<file path="src/hw/rtl/dfpu_pkg.sv">
// ----------------------------------------------------------------------------
// dfpu_pkg: shared types and constants of the double FP add/convert/compare ALU
// Opcode values, the decoded operation class, the work item passed from the
// front queue to the execution pipeline, and the result record.
// ----------------------------------------------------------------------------
package dfpu_pkg;

   // Opcodes; the second name of each pair is its immediate alias
   localparam logic [6:0] CMD_ADD      = 7'h1E;
   localparam logic [6:0] CMD_ADD_I    = 7'h23;
   localparam logic [6:0] CMD_SUB      = 7'h1F;
   localparam logic [6:0] CMD_SUB_I    = 7'h24;
   localparam logic [6:0] CMD_CPYSGN   = 7'h22;
   localparam logic [6:0] CMD_CPYSGN_I = 7'h27;
   localparam logic [6:0] CMD_NEG      = 7'h29;
   localparam logic [6:0] CMD_NEG_I    = 7'h53;
   localparam logic [6:0] CMD_ABS      = 7'h2A;
   localparam logic [6:0] CMD_ABS_I    = 7'h54;
   localparam logic [6:0] CMD_F2I      = 7'h2B;
   localparam logic [6:0] CMD_F2I_I    = 7'h55;
   localparam logic [6:0] CMD_I2F      = 7'h2C;
   localparam logic [6:0] CMD_I2F_I    = 7'h56;
   localparam logic [6:0] CMD_RNE      = 7'h2D;
   localparam logic [6:0] CMD_RNE_I    = 7'h57;
   localparam logic [6:0] CMD_RNE2     = 7'h30;
   localparam logic [6:0] CMD_RNE2_I   = 7'h5A;
   localparam logic [6:0] CMD_RTZ      = 7'h2E;
   localparam logic [6:0] CMD_RTZ_I    = 7'h58;
   localparam logic [6:0] CMD_RUP      = 7'h2F;
   localparam logic [6:0] CMD_RUP_I    = 7'h59;
   localparam logic [6:0] CMD_CMP      = 7'h3F;
   localparam logic [6:0] CMD_CMP_I    = 7'h42;
   localparam logic [6:0] CMD_CMPSUM   = 7'h40;
   localparam logic [6:0] CMD_CMPSUM_I = 7'h43;
   localparam logic [6:0] CMD_CMPABS   = 7'h41;
   localparam logic [6:0] CMD_CMPABS_I = 7'h44;

   // binary64 / int64 bit patterns
   localparam logic [63:0] QNAN_BITS = 64'h7FF8_0000_0000_0000;
   localparam logic [63:0] ONE_BITS  = 64'h3FF0_0000_0000_0000;
   localparam logic [63:0] INT_MAX   = 64'h7FFF_FFFF_FFFF_FFFF;
   localparam logic [63:0] INT_MIN   = 64'h8000_0000_0000_0000;
   localparam logic [10:0] EXP_MAX   = 11'h7FF;

   // queue depths
   localparam int FRONT_DEPTH = 4;
   localparam int OUTQ_DEPTH  = 4;
   localparam int FQ_PTR_BITS = $clog2(FRONT_DEPTH);
   localparam int OQ_PTR_BITS = $clog2(OUTQ_DEPTH);
   localparam int OQ_CNT_BITS = OQ_PTR_BITS + 1;

   typedef enum logic [3:0] {
      OP_NONE, OP_ADD, OP_SUB, OP_CPYSGN, OP_NEG, OP_ABS, OP_F2I, OP_I2F,
      OP_RNE, OP_RTZ, OP_RUP, OP_CMP, OP_CMPSUM, OP_CMPABS
   } op_class_type;

   typedef struct packed {
      op_class_type op;
      logic [63:0]  a;
      logic [63:0]  b;
      logic         a_nan;
      logic         b_nan;
   } work_item_type;

   typedef struct packed {
      logic [63:0] value;
      logic        invalid;
      logic [3:0]  nzcv;
      logic        fvalid;
   } result_type;

   function automatic logic fp_is_nan(input logic [63:0] x);
      return (x[62:52] == EXP_MAX) && (x[51:0] != 52'd0);
   endfunction

endpackage

</file>
<file path="src/hw/rtl/dfpu_front.sv">
// ----------------------------------------------------------------------------
// dfpu_front: opcode decode and input queue
// Classifies each incoming item (operation class, NaN operands) and holds it
// in a short queue until the execution pipeline takes it.
// ----------------------------------------------------------------------------
module dfpu_front #(
   parameter int TAG_BITS = 6
) (
   input  logic                    clock,
   input  logic                    reset,
   input  logic                    req_push,
   output logic                    req_full,
   input  logic [6:0]              req_cmd,
   input  logic [63:0]             req_operand_a,
   input  logic [63:0]             req_operand_b,
   input  logic [TAG_BITS-1:0]     req_dest_tag,
   output logic                    head_valid,
   output dfpu_pkg::work_item_type head_item,
   output logic [TAG_BITS-1:0]     head_tag,
   input  logic                    head_pop
);
   import dfpu_pkg::*;

   work_item_type           mem_ff [FRONT_DEPTH];
   logic [TAG_BITS-1:0]     tag_ff [FRONT_DEPTH];
   logic [FQ_PTR_BITS-1:0]  wr_ptr_ff, wr_ptr_in;
   logic [FQ_PTR_BITS-1:0]  rd_ptr_ff, rd_ptr_in;
   logic [FQ_PTR_BITS:0]    count_ff, count_in;
   logic                    push_ok, pop_ok;
   work_item_type           dec_item;
   op_class_type            dec_op;

   // opcode classification, aliases fold together
   always_comb begin
      case (req_cmd)
         CMD_ADD, CMD_ADD_I:                        dec_op = OP_ADD;
         CMD_SUB, CMD_SUB_I:                        dec_op = OP_SUB;
         CMD_CPYSGN, CMD_CPYSGN_I:                  dec_op = OP_CPYSGN;
         CMD_NEG, CMD_NEG_I:                        dec_op = OP_NEG;
         CMD_ABS, CMD_ABS_I:                        dec_op = OP_ABS;
         CMD_F2I, CMD_F2I_I:                        dec_op = OP_F2I;
         CMD_I2F, CMD_I2F_I:                        dec_op = OP_I2F;
         CMD_RNE, CMD_RNE_I, CMD_RNE2, CMD_RNE2_I:  dec_op = OP_RNE;
         CMD_RTZ, CMD_RTZ_I:                        dec_op = OP_RTZ;
         CMD_RUP, CMD_RUP_I:                        dec_op = OP_RUP;
         CMD_CMP, CMD_CMP_I:                        dec_op = OP_CMP;
         CMD_CMPSUM, CMD_CMPSUM_I:                  dec_op = OP_CMPSUM;
         CMD_CMPABS, CMD_CMPABS_I:                  dec_op = OP_CMPABS;
         default:                                   dec_op = OP_NONE;
      endcase
      dec_item.op    = dec_op;
      dec_item.a     = req_operand_a;
      dec_item.b     = req_operand_b;
      dec_item.a_nan = fp_is_nan(req_operand_a);
      dec_item.b_nan = fp_is_nan(req_operand_b);
   end

   // queue control
   assign req_full   = (count_ff == (FQ_PTR_BITS+1)'(FRONT_DEPTH));
   assign head_valid = (count_ff != '0);
   assign push_ok    = req_push & ~req_full;
   assign pop_ok     = head_pop & head_valid;
   assign wr_ptr_in  = push_ok ? wr_ptr_ff + 1'b1 : wr_ptr_ff;
   assign rd_ptr_in  = pop_ok ? rd_ptr_ff + 1'b1 : rd_ptr_ff;
   assign count_in   = count_ff + (FQ_PTR_BITS+1)'(push_ok) - (FQ_PTR_BITS+1)'(pop_ok);

   assign head_item = mem_ff[rd_ptr_ff];
   assign head_tag  = tag_ff[rd_ptr_ff];

   always_ff @(posedge clock) begin
      if (reset) begin
         wr_ptr_ff <= '0;
         rd_ptr_ff <= '0;
         count_ff  <= '0;
      end else begin
         wr_ptr_ff <= wr_ptr_in;
         rd_ptr_ff <= rd_ptr_in;
         count_ff  <= count_in;
      end
   end

   // queue storage, no reset
   always_ff @(posedge clock) begin
      if (push_ok) begin
         mem_ff[wr_ptr_ff] <= dec_item;
         tag_ff[wr_ptr_ff] <= req_dest_tag;
      end
   end

   a_front_count: assert property (@(posedge clock) disable iff (reset)
      count_ff <= (FQ_PTR_BITS+1)'(FRONT_DEPTH))
      else $error("front queue count beyond depth");

endmodule

</file>
<file path="src/hw/rtl/dfpu_exec.sv">
// ----------------------------------------------------------------------------
// dfpu_exec: three-stage execution pipeline
// Stage 1 aligns adder operands and does the bitwise ops, conversions to int,
// rounding to integral and compares; stage 2 adds and counts leading zeros;
// stage 3 normalizes, rounds to nearest-even and packs the result.
// ----------------------------------------------------------------------------
module dfpu_exec #(
   parameter int TAG_BITS = 6
) (
   input  logic                         clock,
   input  logic                         reset,
   input  logic                         in_valid,
   input  dfpu_pkg::work_item_type      in_item,
   input  logic [TAG_BITS-1:0]          in_tag,
   output logic                         in_pop,
   input  logic [dfpu_pkg::OQ_CNT_BITS-1:0] out_count,
   output logic                         out_push,
   output dfpu_pkg::result_type         out_result,
   output logic [TAG_BITS-1:0]          out_tag
);
   import dfpu_pkg::*;

   typedef struct packed {
      op_class_type        op;
      logic                sign_l;
      logic                eff_sub;
      logic [10:0]         el;
      logic [55:0]         large_sig;
      logic [55:0]         small_sig;
      logic                zero_sign;
      logic                special;
      logic [63:0]         special_val;
      logic                i_sign;
      logic [63:0]         i_mag;
      logic [63:0]         direct;
      logic [3:0]          nzcv;
      logic                a_nan;
      logic                b_nan;
      logic [TAG_BITS-1:0] tag;
   } p1_type;

   typedef struct packed {
      op_class_type        op;
      logic [63:0]         m;
      logic [11:0]         e;
      logic [6:0]          sh;
      logic                sign;
      logic                special;
      logic [63:0]         special_val;
      logic [63:0]         direct;
      logic [3:0]          nzcv;
      logic                a_nan;
      logic                b_nan;
      logic [TAG_BITS-1:0] tag;
   } p2_type;

   p1_type p1_ff, p1_in;
   p2_type p2_ff, p2_in;
   logic   p1_v_ff, p2_v_ff;
   logic [OQ_CNT_BITS:0] credit_used;

   // round to integral value
   function automatic logic [63:0] round_int(input logic [63:0] x, input op_class_type op);
      logic [10:0] e;
      logic        neg;
      logic [5:0]  fb;
      logic [63:0] unit, mask, frac, tr, half, r;
      e    = x[62:52];
      neg  = x[63];
      fb   = 6'(11'd1075 - e);
      unit = 64'd1 << fb;
      mask = unit - 64'd1;
      frac = x & mask;
      tr   = x & ~mask;
      half = unit >> 1;
      if (e == EXP_MAX || e >= 11'd1075) r = x;
      else if (e < 11'd1023) begin
         if (x[62:0] == 63'd0) r = x;
         else if (op == OP_RTZ) r = {neg, 63'd0};
         else if (op == OP_RUP) r = neg ? {1'b1, 63'd0} : ONE_BITS;
         else if (e == 11'd1022 && x[51:0] != 52'd0) r = {neg, 63'd0} | ONE_BITS;
         else r = {neg, 63'd0};
      end else if (frac == 64'd0 || op == OP_RTZ) r = tr;
      else if (op == OP_RUP) r = neg ? tr : tr + unit;
      else if (frac > half || (frac == half && (x & unit) != 64'd0)) r = tr + unit;
      else r = tr;
      return r;
   endfunction

   // truncating, saturating conversion to int64
   function automatic logic [63:0] to_int(input logic [63:0] x, input logic x_nan);
      logic [10:0] e;
      logic [63:0] sig, mag, r;
      logic [5:0]  lsh, rsh;
      e   = x[62:52];
      sig = {11'd0, 1'b1, x[51:0]};
      lsh = 6'(e - 11'd1075);
      rsh = 6'(11'd1075 - e);
      mag = (e >= 11'd1075) ? (sig << lsh) : (sig >> rsh);
      if (x_nan) r = 64'd0;
      else if (e >= 11'd1086) r = x[63] ? INT_MIN : INT_MAX;
      else if (e < 11'd1023) r = 64'd0;
      else r = x[63] ? (64'd0 - mag) : mag;
      return r;
   endfunction

   // issue when the result queue has room for everything in flight
   assign credit_used = (OQ_CNT_BITS+1)'(out_count) + (OQ_CNT_BITS+1)'(p1_v_ff)
                      + (OQ_CNT_BITS+1)'(p2_v_ff);
   assign in_pop = in_valid && (credit_used < (OQ_CNT_BITS+1)'(OUTQ_DEPTH));

   // ---- stage 1 ----
   logic        sa, sb, sb_eff, a_inf, b_inf, swap, ss, both_zero, unord, lt, eq;
   logic [10:0] ea_eff, eb_eff, es, d;
   logic [52:0] ma, mb, ms;
   logic [55:0] sm_ext, sm_shift;
   logic        sm_lost;

   always_comb begin
      sa     = in_item.a[63];
      sb     = in_item.b[63];
      sb_eff = sb ^ (in_item.op == OP_SUB);
      ea_eff = (in_item.a[62:52] == 11'd0) ? 11'd1 : in_item.a[62:52];
      eb_eff = (in_item.b[62:52] == 11'd0) ? 11'd1 : in_item.b[62:52];
      ma     = {in_item.a[62:52] != 11'd0, in_item.a[51:0]};
      mb     = {in_item.b[62:52] != 11'd0, in_item.b[51:0]};
      a_inf  = (in_item.a[62:52] == EXP_MAX) && (in_item.a[51:0] == 52'd0);
      b_inf  = (in_item.b[62:52] == EXP_MAX) && (in_item.b[51:0] == 52'd0);
      swap   = in_item.b[62:0] > in_item.a[62:0];
      ss     = swap ? sa : sb_eff;
      es     = swap ? ea_eff : eb_eff;
      ms     = swap ? ma : mb;

      p1_in.op        = in_item.op;
      p1_in.sign_l    = swap ? sb_eff : sa;
      p1_in.el        = swap ? eb_eff : ea_eff;
      p1_in.large_sig = {(swap ? mb : ma), 3'b000};
      p1_in.eff_sub   = p1_in.sign_l ^ ss;
      p1_in.zero_sign = sa & sb_eff;

      // align the smaller operand, sticky into bit 0
      d        = p1_in.el - es;
      sm_ext   = {ms, 3'b000};
      sm_shift = sm_ext >> d;
      sm_lost  = (sm_ext & ((56'd1 << d) - 56'd1)) != 56'd0;
      if (d >= 11'd56) p1_in.small_sig = {55'd0, ms != 53'd0};
      else p1_in.small_sig = sm_shift | {55'd0, sm_lost};

      // adder special operands
      p1_in.special     = 1'b1;
      p1_in.special_val = QNAN_BITS;
      if (in_item.a_nan || in_item.b_nan || (a_inf && b_inf && (sa != sb_eff)))
         p1_in.special_val = QNAN_BITS;
      else if (a_inf) p1_in.special_val = {sa, EXP_MAX, 52'd0};
      else if (b_inf) p1_in.special_val = {sb_eff, EXP_MAX, 52'd0};
      else p1_in.special = 1'b0;

      // int64 to double magnitude
      p1_in.i_sign = sb;
      p1_in.i_mag  = sb ? (64'd0 - in_item.b) : in_item.b;

      // compares
      unord     = in_item.a_nan | in_item.b_nan;
      both_zero = (in_item.a[62:0] == 63'd0) && (in_item.b[62:0] == 63'd0);
      if (in_item.op == OP_CMPABS) begin
         eq = in_item.a[62:0] == in_item.b[62:0];
         lt = in_item.a[62:0] < in_item.b[62:0];
      end else begin
         eq = (in_item.a == in_item.b) || both_zero;
         if (sa != sb) lt = sa & ~both_zero;
         else if (!sa) lt = in_item.a[62:0] < in_item.b[62:0];
         else lt = in_item.a[62:0] > in_item.b[62:0];
      end
      p1_in.nzcv = unord ? 4'b0001 : {lt, eq, ~lt, 1'b0};

      // results that need no adder
      case (in_item.op)
         OP_CPYSGN:                p1_in.direct = {sb, in_item.a[62:0]};
         OP_NEG:                   p1_in.direct = {~sb, in_item.b[62:0]};
         OP_ABS:                   p1_in.direct = {1'b0, in_item.b[62:0]};
         OP_F2I:                   p1_in.direct = to_int(in_item.b, in_item.b_nan);
         OP_RNE, OP_RTZ, OP_RUP:   p1_in.direct = round_int(in_item.b, in_item.op);
         default:                  p1_in.direct = 64'd0;
      endcase

      p1_in.a_nan = in_item.a_nan;
      p1_in.b_nan = in_item.b_nan;
      p1_in.tag   = in_tag;
   end

   // ---- stage 2: add and leading-zero count ----
   logic [56:0] sum;
   logic [6:0]  lz;
   logic [11:0] shift_lim;

   always_comb begin
      sum = p1_ff.eff_sub ? ({1'b0, p1_ff.large_sig} - {1'b0, p1_ff.small_sig})
                          : ({1'b0, p1_ff.large_sig} + {1'b0, p1_ff.small_sig});
      if (p1_ff.op == OP_I2F) begin
         p2_in.m    = p1_ff.i_mag;
         p2_in.e    = 12'd1086;
         p2_in.sign = p1_ff.i_sign;
      end else begin
         p2_in.m    = {sum, 7'd0};
         p2_in.e    = {1'b0, p1_ff.el} + 12'd1;
         p2_in.sign = (sum == 57'd0) ? p1_ff.zero_sign : p1_ff.sign_l;
      end
      lz = 7'd64;
      for (int i = 0; i < 64; i++) begin
         if (p2_in.m[i]) lz = 7'(63 - i);
      end
      // stop at the subnormal boundary
      shift_lim = p2_in.e - 12'd1;
      p2_in.sh  = ({5'd0, lz} < shift_lim) ? lz : shift_lim[6:0];

      p2_in.op          = p1_ff.op;
      p2_in.special     = p1_ff.special;
      p2_in.special_val = p1_ff.special_val;
      p2_in.direct      = p1_ff.direct;
      p2_in.nzcv        = p1_ff.nzcv;
      p2_in.a_nan       = p1_ff.a_nan;
      p2_in.b_nan       = p1_ff.b_nan;
      p2_in.tag         = p1_ff.tag;
   end

   // ---- stage 3: normalize, round, pack ----
   logic [63:0] mn, add_res, value;
   logic [11:0] en;
   logic [10:0] efield;
   logic [62:0] packed_val;
   logic        rnd_up, zero_sum;

   always_comb begin
      mn         = p2_ff.m << p2_ff.sh;
      en         = p2_ff.e - {5'd0, p2_ff.sh};
      efield     = mn[63] ? en[10:0] : 11'd0;
      rnd_up     = mn[10] & ((mn[9:0] != 10'd0) | mn[11]);
      packed_val = {efield, mn[62:11]} + {62'd0, rnd_up};
      // int64 operand bits are never special floating-point values
      if (p2_ff.special && p2_ff.op != OP_I2F) add_res = p2_ff.special_val;
      else if (mn[63] && en >= 12'd2047) add_res = {p2_ff.sign, EXP_MAX, 52'd0};
      else add_res = {p2_ff.sign, packed_val};
      zero_sum = add_res[62:0] == 63'd0;

      out_result.nzcv   = 4'd0;
      out_result.fvalid = 1'b0;
      case (p2_ff.op)
         OP_ADD, OP_SUB, OP_I2F: value = add_res;
         OP_CMP, OP_CMPABS: begin
            value             = 64'd0;
            out_result.nzcv   = p2_ff.nzcv;
            out_result.fvalid = 1'b1;
         end
         OP_CMPSUM: begin
            value             = 64'd0;
            out_result.fvalid = 1'b1;
            if (p2_ff.a_nan || p2_ff.b_nan) out_result.nzcv = 4'b0001;
            else if (fp_is_nan(add_res)) out_result.nzcv = 4'b0000;
            else out_result.nzcv = {add_res[63] & ~zero_sum, zero_sum,
                                    ~add_res[63] | zero_sum, 1'b0};
         end
         default: value = p2_ff.direct;
      endcase
      // canonical NaN for every binary64 result
      if (p2_ff.op != OP_F2I && fp_is_nan(value)) value = QNAN_BITS;
      out_result.value   = value;
      out_result.invalid = fp_is_nan(value) & ~p2_ff.a_nan & ~p2_ff.b_nan;
   end

   assign out_push = p2_v_ff;
   assign out_tag  = p2_ff.tag;

   // stage valids
   always_ff @(posedge clock) begin
      if (reset) begin
         p1_v_ff <= 1'b0;
         p2_v_ff <= 1'b0;
      end else begin
         p1_v_ff <= in_pop;
         p2_v_ff <= p1_v_ff;
      end
   end

   // stage payload
   always_ff @(posedge clock) begin
      p1_ff <= p1_in;
      p2_ff <= p2_in;
   end

   a_no_drop: assert property (@(posedge clock) disable iff (reset)
      p1_v_ff |=> p2_v_ff)
      else $error("item lost between stage 1 and stage 2");

   a_cmp_zero: assert property (@(posedge clock) disable iff (reset)
      (out_push && out_result.fvalid) |-> (out_result.value == 64'd0))
      else $error("compare item with nonzero value");

endmodule

</file>
<file path="src/hw/rtl/dfpu_resq.sv">
// ----------------------------------------------------------------------------
// dfpu_resq: result queue
// Holds finished items until the consumer pops them; its fill count feeds
// the issue credit of the execution pipeline.
// ----------------------------------------------------------------------------
module dfpu_resq #(
   parameter int TAG_BITS = 6
) (
   input  logic                             clock,
   input  logic                             reset,
   input  logic                             push,
   input  dfpu_pkg::result_type             push_result,
   input  logic [TAG_BITS-1:0]              push_tag,
   output logic [dfpu_pkg::OQ_CNT_BITS-1:0] count,
   output logic                             rsp_empty,
   input  logic                             rsp_pop,
   output dfpu_pkg::result_type             head_result,
   output logic [TAG_BITS-1:0]              head_tag
);
   import dfpu_pkg::*;

   result_type              mem_ff [OUTQ_DEPTH];
   logic [TAG_BITS-1:0]     tag_ff [OUTQ_DEPTH];
   logic [OQ_PTR_BITS-1:0]  wr_ptr_ff, wr_ptr_in;
   logic [OQ_PTR_BITS-1:0]  rd_ptr_ff, rd_ptr_in;
   logic [OQ_CNT_BITS-1:0]  count_ff, count_in;
   logic                    pop_ok;

   assign rsp_empty   = (count_ff == '0);
   assign pop_ok      = rsp_pop & ~rsp_empty;
   assign wr_ptr_in   = push ? wr_ptr_ff + 1'b1 : wr_ptr_ff;
   assign rd_ptr_in   = pop_ok ? rd_ptr_ff + 1'b1 : rd_ptr_ff;
   assign count_in    = count_ff + OQ_CNT_BITS'(push) - OQ_CNT_BITS'(pop_ok);
   assign count       = count_ff;
   assign head_result = mem_ff[rd_ptr_ff];
   assign head_tag    = tag_ff[rd_ptr_ff];

   always_ff @(posedge clock) begin
      if (reset) begin
         wr_ptr_ff <= '0;
         rd_ptr_ff <= '0;
         count_ff  <= '0;
      end else begin
         wr_ptr_ff <= wr_ptr_in;
         rd_ptr_ff <= rd_ptr_in;
         count_ff  <= count_in;
      end
   end

   always_ff @(posedge clock) begin
      if (push) begin
         mem_ff[wr_ptr_ff] <= push_result;
         tag_ff[wr_ptr_ff] <= push_tag;
      end
   end

   a_no_overflow: assert property (@(posedge clock) disable iff (reset)
      push |-> (count_ff < OQ_CNT_BITS'(OUTQ_DEPTH)))
      else $error("result queue written while full");

endmodule

</file>
<file path="src/hw/rtl/double_fp_add_convert_compare_alu.sv">
// ----------------------------------------------------------------------------
// double_fp_add_convert_compare_alu: binary64 add / convert / round / compare
// Front queue decodes items, a three-stage pipeline executes them, and a
// result queue hands them out in order.
//
//   channel   ports                                   handshake
//   request   req_cmd, req_operand_a/b, req_dest_tag   req_push / req_full
//   response  rsp_result_value, rsp_invalid_flag,      rsp_pop / rsp_empty
//             rsp_nzcv_flags, rsp_flags_valid,
//             rsp_result_tag
//
// One item per cycle sustained while the consumer pops. An accepted item reaches
// the response side via the front queue, two pipeline registers and result queue.
// Issue into the pipeline waits for room in the four-entry result queue, so a
// stalled consumer fills the result queue and then the four-entry front queue.
// Reset empties both queues and the pipeline.
// ----------------------------------------------------------------------------
module double_fp_add_convert_compare_alu #(
   parameter int TAG_BITS = 6
) (
   input  logic                clock,
   input  logic                reset,
   input  logic                req_push,
   output logic                req_full,
   input  logic [6:0]          req_cmd,
   input  logic [63:0]         req_operand_a,
   input  logic [63:0]         req_operand_b,
   input  logic [TAG_BITS-1:0] req_dest_tag,
   output logic                rsp_empty,
   input  logic                rsp_pop,
   output logic [63:0]         rsp_result_value,
   output logic                rsp_invalid_flag,
   output logic [3:0]          rsp_nzcv_flags,
   output logic                rsp_flags_valid,
   output logic [TAG_BITS-1:0] rsp_result_tag
);
   import dfpu_pkg::*;

   logic                   head_valid, head_pop, ex_push;
   work_item_type          head_item;
   logic [TAG_BITS-1:0]    head_tag, ex_tag;
   result_type             ex_result, rsp_result;
   logic [OQ_CNT_BITS-1:0] oq_count;

   dfpu_front #(.TAG_BITS(TAG_BITS)) u_front (
      .clock         (clock),
      .reset         (reset),
      .req_push      (req_push),
      .req_full      (req_full),
      .req_cmd       (req_cmd),
      .req_operand_a (req_operand_a),
      .req_operand_b (req_operand_b),
      .req_dest_tag  (req_dest_tag),
      .head_valid    (head_valid),
      .head_item     (head_item),
      .head_tag      (head_tag),
      .head_pop      (head_pop)
   );

   dfpu_exec #(.TAG_BITS(TAG_BITS)) u_exec (
      .clock      (clock),
      .reset      (reset),
      .in_valid   (head_valid),
      .in_item    (head_item),
      .in_tag     (head_tag),
      .in_pop     (head_pop),
      .out_count  (oq_count),
      .out_push   (ex_push),
      .out_result (ex_result),
      .out_tag    (ex_tag)
   );

   dfpu_resq #(.TAG_BITS(TAG_BITS)) u_resq (
      .clock       (clock),
      .reset       (reset),
      .push        (ex_push),
      .push_result (ex_result),
      .push_tag    (ex_tag),
      .count       (oq_count),
      .rsp_empty   (rsp_empty),
      .rsp_pop     (rsp_pop),
      .head_result (rsp_result),
      .head_tag    (rsp_result_tag)
   );

   assign rsp_result_value = rsp_result.value;
   assign rsp_invalid_flag = rsp_result.invalid;
   assign rsp_nzcv_flags   = rsp_result.nzcv;
   assign rsp_flags_valid  = rsp_result.fvalid;

endmodule
</file>
<file path="config.mk">
export PLATFORM = sky130hd
export DESIGN_NAME = double_fp_add_convert_compare_alu
export DESIGN_NICKNAME = d
export VERILOG_FILES = /design/src/hw/rtl/dfpu_pkg.sv /design/src/hw/rtl/dfpu_front.sv /design/src/hw/rtl/dfpu_exec.sv /design/src/hw/rtl/dfpu_resq.sv /design/src/hw/rtl/double_fp_add_convert_compare_alu.sv
export SDC_FILE = /design/constraint.sdc
export NUM_CORES = 2
export LEC_CHECK = 0
export ABC_AREA = 1
export BUFFER_PORTS_ARGS = -buffer_cell sky130_fd_sc_hd__buf_2
export CORE_ASPECT_RATIO = 1.4
export CORE_MARGIN = 1
export CORE_UTILIZATION = 39
export DETAILED_ROUTE_END_ITERATION = 16
export PLACE_DENSITY = 0.57
export REMOVE_ABC_BUFFERS = 1
export SLEW_MARGIN = 25
export SYNTH_ARGS = -nofsm -noshare
export SYNTH_HDL_FRONTEND = slang
export SYNTH_SLANG_ARGS = --single-unit
</file>
<file path="constraint.sdc">
create_clock -name clock -period 10.7 [get_ports clock]
set_input_delay 0.535 -clock clock [delete_from_list [all_inputs] [get_ports clock]]
set_output_delay 0.535 -clock clock [all_outputs]
set_load 0.01 [all_outputs]
</file>
==> key figures <==
Route
  – DR pass1 iterations: 14
  – DRC violations left: 0
  – Antenna violation net count after detailed routing: 0
  – Wire length reported by the detailed router: around 460000 um
  – Mean routed wirelength per cell: a little under 30 um
  – Violation count after the first detailed-route iteration: between 9k and 10k
  – Routed vias: a little over 90k
  – Via-per-instance ratio: 5.83

STA
  – Final period utilization: 0.964
  – Hold violation count in the final report: 0
  – Actual slew at the worst max-slew pin: approximately 1.3 ns
  – Pins over their slew limit: 0
  – Max_slew headroom: 0.141
  – Setup-failing EPs final: 0
  – Time the final worst path needs with I/O delays and setup: 10.31 ns
  – Layout Skew: 0.0496 ns
  – Maximum clock rate: 97.0 MHz

Finish
  – Area growth from synthesis to final layout: 16.9%
  – Core occupancy in the finished layout: 0.460
  – Share of post-route cells with drive strength above 1: 0.122
  – Nets: between 10k and 15k
  – Fill cell count: 22.6k

Floorplan
  – Die outline height: between 500 and 600 um
  – Initial cell density of the core: 0.393
  – DIE WIDTH: approximately 400 um
  – Cell Rows: 205
  – I/O Pins: between 200 and 250
  – Die outline area: 227000 um2
  – Floorplan core area: roughly 220000 um2

Logic synthesis
  – Area fraction in compound gates after synthesis: 0.193
  – Number of enable flip-flop cells after synthesis: around 860
  – Post-Synthesis Mean Instance Area: about 7.4 um2
  – Fraction of the yosys area taken by sequential cells: 0.401
  – Fraction of synthesis flops using an asynchronous set or reset pin: 0
  – Simple logic cell fraction of the synthesized area: 0.236
  – Main synth FF type: sky130_fd_sc_hd__edfxtp_1
  – Instance count of the mapped netlist: about 12k
  – Largest family of logic cells by synthesized area: simple AND/OR/NAND/NOR gates
  – Post-synthesis instance area: 87600 um2
  – Synth Register Bits: ~1.3k
  – Synthesized-area fraction occupied by xor and xnor cells: 0.0232
  – Synthesized-area fraction occupied by adder cells: 0.0503
  – Number of distinct library cells after synthesis: 84
  – Count of synthesis-stage warnings from yosys: 0
  – Proportion of synthesized area in mux cells: 0.0105

Global route
  – Initial antenna violation count: 54
  – Via count of the first global-routing pass: about 86k
  – Total routing usage reported by global routing: 0.396
  – Overflow left after global routing: 0
  – Global-route wire length before repair: approximately 640000 um
  – Pin count of the biggest net entering global routing: 114

Flow run
  – # Max-Cap Violations: 0

CTS
  – Clock-pin slew of the registers on the worst-case setup and hold paths: 0.06 ns
  – TritonCTS Buffers: approximately 140
  – Latest clock arrival within the worst-skew pair: approximately 0.84 ns
  – Buffer type at the clock tree root: sky130_fd_sc_hd__clkbuf_16
  – Clock tree from TritonCTS: built
  – Clock sink count: 1322
  – H-tree depth: 4
  – CTS max path bufs: 4

Setup path
  – Cell with the biggest individual delay on the critical path: sky130_fd_sc_hd__dfxtp_4
  – CP endpoint kind: register
  – Crit path max-delay family: simple AND/OR/NAND/NOR gates
  – Arrival time at the worst endpoint: around 11 ns
  – Critical path's largest stage delay: 0.43 ns
  – Critical path data required time: 11.45 ns
  – Highest net fanout along the worst path: 28
  – Startpoint types: register
  – Critical path buffers and inverters: 23
  – CP Class: reg -> reg
  – Most repeated library cell on the critical path: sky130_fd_sc_hd__buf_4

Place
  – HPWL Detailed: approximately 360000 um
  – Count of buffers inserted at the top-level ports: approximately 220
  – Global placer's final weighted congestion: 1.09

Status
  – Outcome: finished, final reports clean

Hold path
  – Critical hold path startpoint: req_operand_b[31]
  – Type of the tightest min-delay check: in -> reg
[worst reg2reg max path: cells and delay by family (launching register included)]
family                     cells  cell delay, ns
and+or+nand+nor               28            4.08
buffers and inverters         23            3.34
adders and majority gates      3            0.63
DFF                            1            0.43
xor gates and xnor gates       1            0.27
AOI/OAI and AO/OA              9            1.51
[final cells by class]
| type | count | area (um2) | share of cell area |
|---|---|---|---|
| clock inverter | 72 | 762 | 0.00744 |
| inverter | 1312 | 4970 | 0.0485 |
| timing repair inverter | 1 | 8.76 | 0.0000855 |
| sequential | 1322 | 35100 | 0.343 |
| clock buffer | 170 | 3760 | 0.0367 |
| tap | 2898 | 3630 | 0.0354 |
| timing repair buffer | 1182 | 8910 | 0.0870 |
| antenna | 28 | 70.1 | 0.000684 |
| multi-input combinational | 8581 | 45200 | 0.441 |
[registers in the layout (all words and copies together), names as in the netlist, named ones only]
| register | flops |
|---|---|
| u_front.count_ff | 3 |
| u_front.rd_ptr_ff | 2 |
| u_front.wr_ptr_ff | 2 |
| u_exec.p1_ff | 271 |
| u_exec.p2_ff | 161 |
| u_resq.mem_ff | 280 |
| u_resq.tag_ff | 24 |
| u_resq.rd_ptr_ff | 2 |
| u_exec.out_push | 1 |
| u_resq.wr_ptr_ff | 2 |
| u_exec.out_tag | 6 |
| u_front.tag_ff | 24 |
| u_front.mem_ff | 536 |
| u_resq.count | 3 |
| u_exec.p1_v_ff | 1 |
[layer usage]
metal	GRT usage	vias to the layer above	share of wire
met3	0.0849	1332	0.083
met2	0.647	4395	0.46
met1	0.445	43264	0.36
met4	0.320	28	0.094
met5	0	-	0.00041
li1	-	41730	-
[cells in the mapped netlist, types with 62 or more instances]
| library cell | number | area, um2 |
|---|---|---|
| sky130_fd_sc_hd__a21oi_1 | 687 | 3440 |
| sky130_fd_sc_hd__a31oi_1 | 66 | 413 |
| sky130_fd_sc_hd__a32oi_1 | 102 | 893 |
| sky130_fd_sc_hd__buf_1 | 104 | 390 |
| sky130_fd_sc_hd__buf_2 | 88 | 440 |
| sky130_fd_sc_hd__clkbuf_1 | 396 | 1490 |
| sky130_fd_sc_hd__dfxtp_1 | 458 | 9170 |
| sky130_fd_sc_hd__edfxtp_1 | 864 | 25900 |
| sky130_fd_sc_hd__ha_1 | 344 | 4300 |
| sky130_fd_sc_hd__inv_1 | 1231 | 4620 |
| sky130_fd_sc_hd__mux2i_1 | 92 | 921 |
| sky130_fd_sc_hd__nand2_1 | 2699 | 10100 |
| sky130_fd_sc_hd__nand3_1 | 385 | 1930 |
| sky130_fd_sc_hd__nand4_1 | 110 | 688 |
| sky130_fd_sc_hd__nor2_1 | 1294 | 4860 |
| sky130_fd_sc_hd__nor3_1 | 183 | 916 |
| sky130_fd_sc_hd__nor4_1 | 109 | 682 |
| sky130_fd_sc_hd__o2111ai_1 | 62 | 543 |
| sky130_fd_sc_hd__o211ai_1 | 91 | 683 |
| sky130_fd_sc_hd__o21ai_0 | 1307 | 6540 |
| sky130_fd_sc_hd__o21ai_1 | 87 | 435 |
| sky130_fd_sc_hd__o22ai_1 | 202 | 1260 |
| sky130_fd_sc_hd__or2_2 | 74 | 463 |
| sky130_fd_sc_hd__xor2_1 | 212 | 1860 |
[cells by family after synthesis]
family | Yosys count
AOI/OAI and AO/OA | 2925
xor gates and xnor gates | 232
adders and majority gates | 349
buffers and inverters | 1933
DFF | 1322
muxes | 92
and+or+nand+nor | 4983
[repair_timing]
action                                  CTS  global route
pin swaps                                 0             1
hold buffers                            116             0
endpoints found under the setup margin    1            39
cloned                                    0             1
buffers inserted                          0             8
hold endpoints to repair                458             0
gates resized for setup                   1            14
[cell usage in the layout, fill, tap and decap left out, drive strengths merged, types with 20 or more instances in the layout]
master,instances
o21a,34
o21ai,1399
ha,344
nor3,201
buf,1065
inv,1279
a21oi,701
a22oi,40
a32oi,105
nor2,1319
clkbuf,171
o22ai,202
diode,28
clkinv,88
o2111ai,62
o221ai,23
dfxtp,458
a21boi,28
a31oi,66
dlygate4sd3,116
nand2,2708
o211ai,94
or2,79
o31ai,25
xor2,212
xnor2,20
a211oi,27
nand3,388
mux2i,92
edfxtp,864
nor4,113
nand4,112
[worst paths after layout]
kind | end | slack, ns | cells after the start
worst max-delay path | u_exec.p1_ff[46] | 0.39 | 64
worst min-delay path | u_front.mem_ff[2][33] | 0.04 | 1
worst max register to register | u_exec.p1_ff[46] | 0.39 | 64
worst min register to register | u_exec.p2_ff[49] | 0.30 | 0
[metrics by stage]
stage	hold slack, ns	TNS [ns]	instance area [um2]	instances	setup WS [ns]
after floorplan	0.310	-1213.34	85000	11215	-12.66
after global placement	0.310	-0.878	96500	15167	-0.878
after detailed placement	0.312	0	96500	15169	0.0467
after CTS	0.00747	0	102000	15527	0.121
after global routing	0.0199	-0.0128	102000	15544	-0.0128
final	0.0396	0	102000	15566	0.387
Power is not shown: default switching activity piles up to over one toggle a cycle in this logic, so the estimate is an artifact.
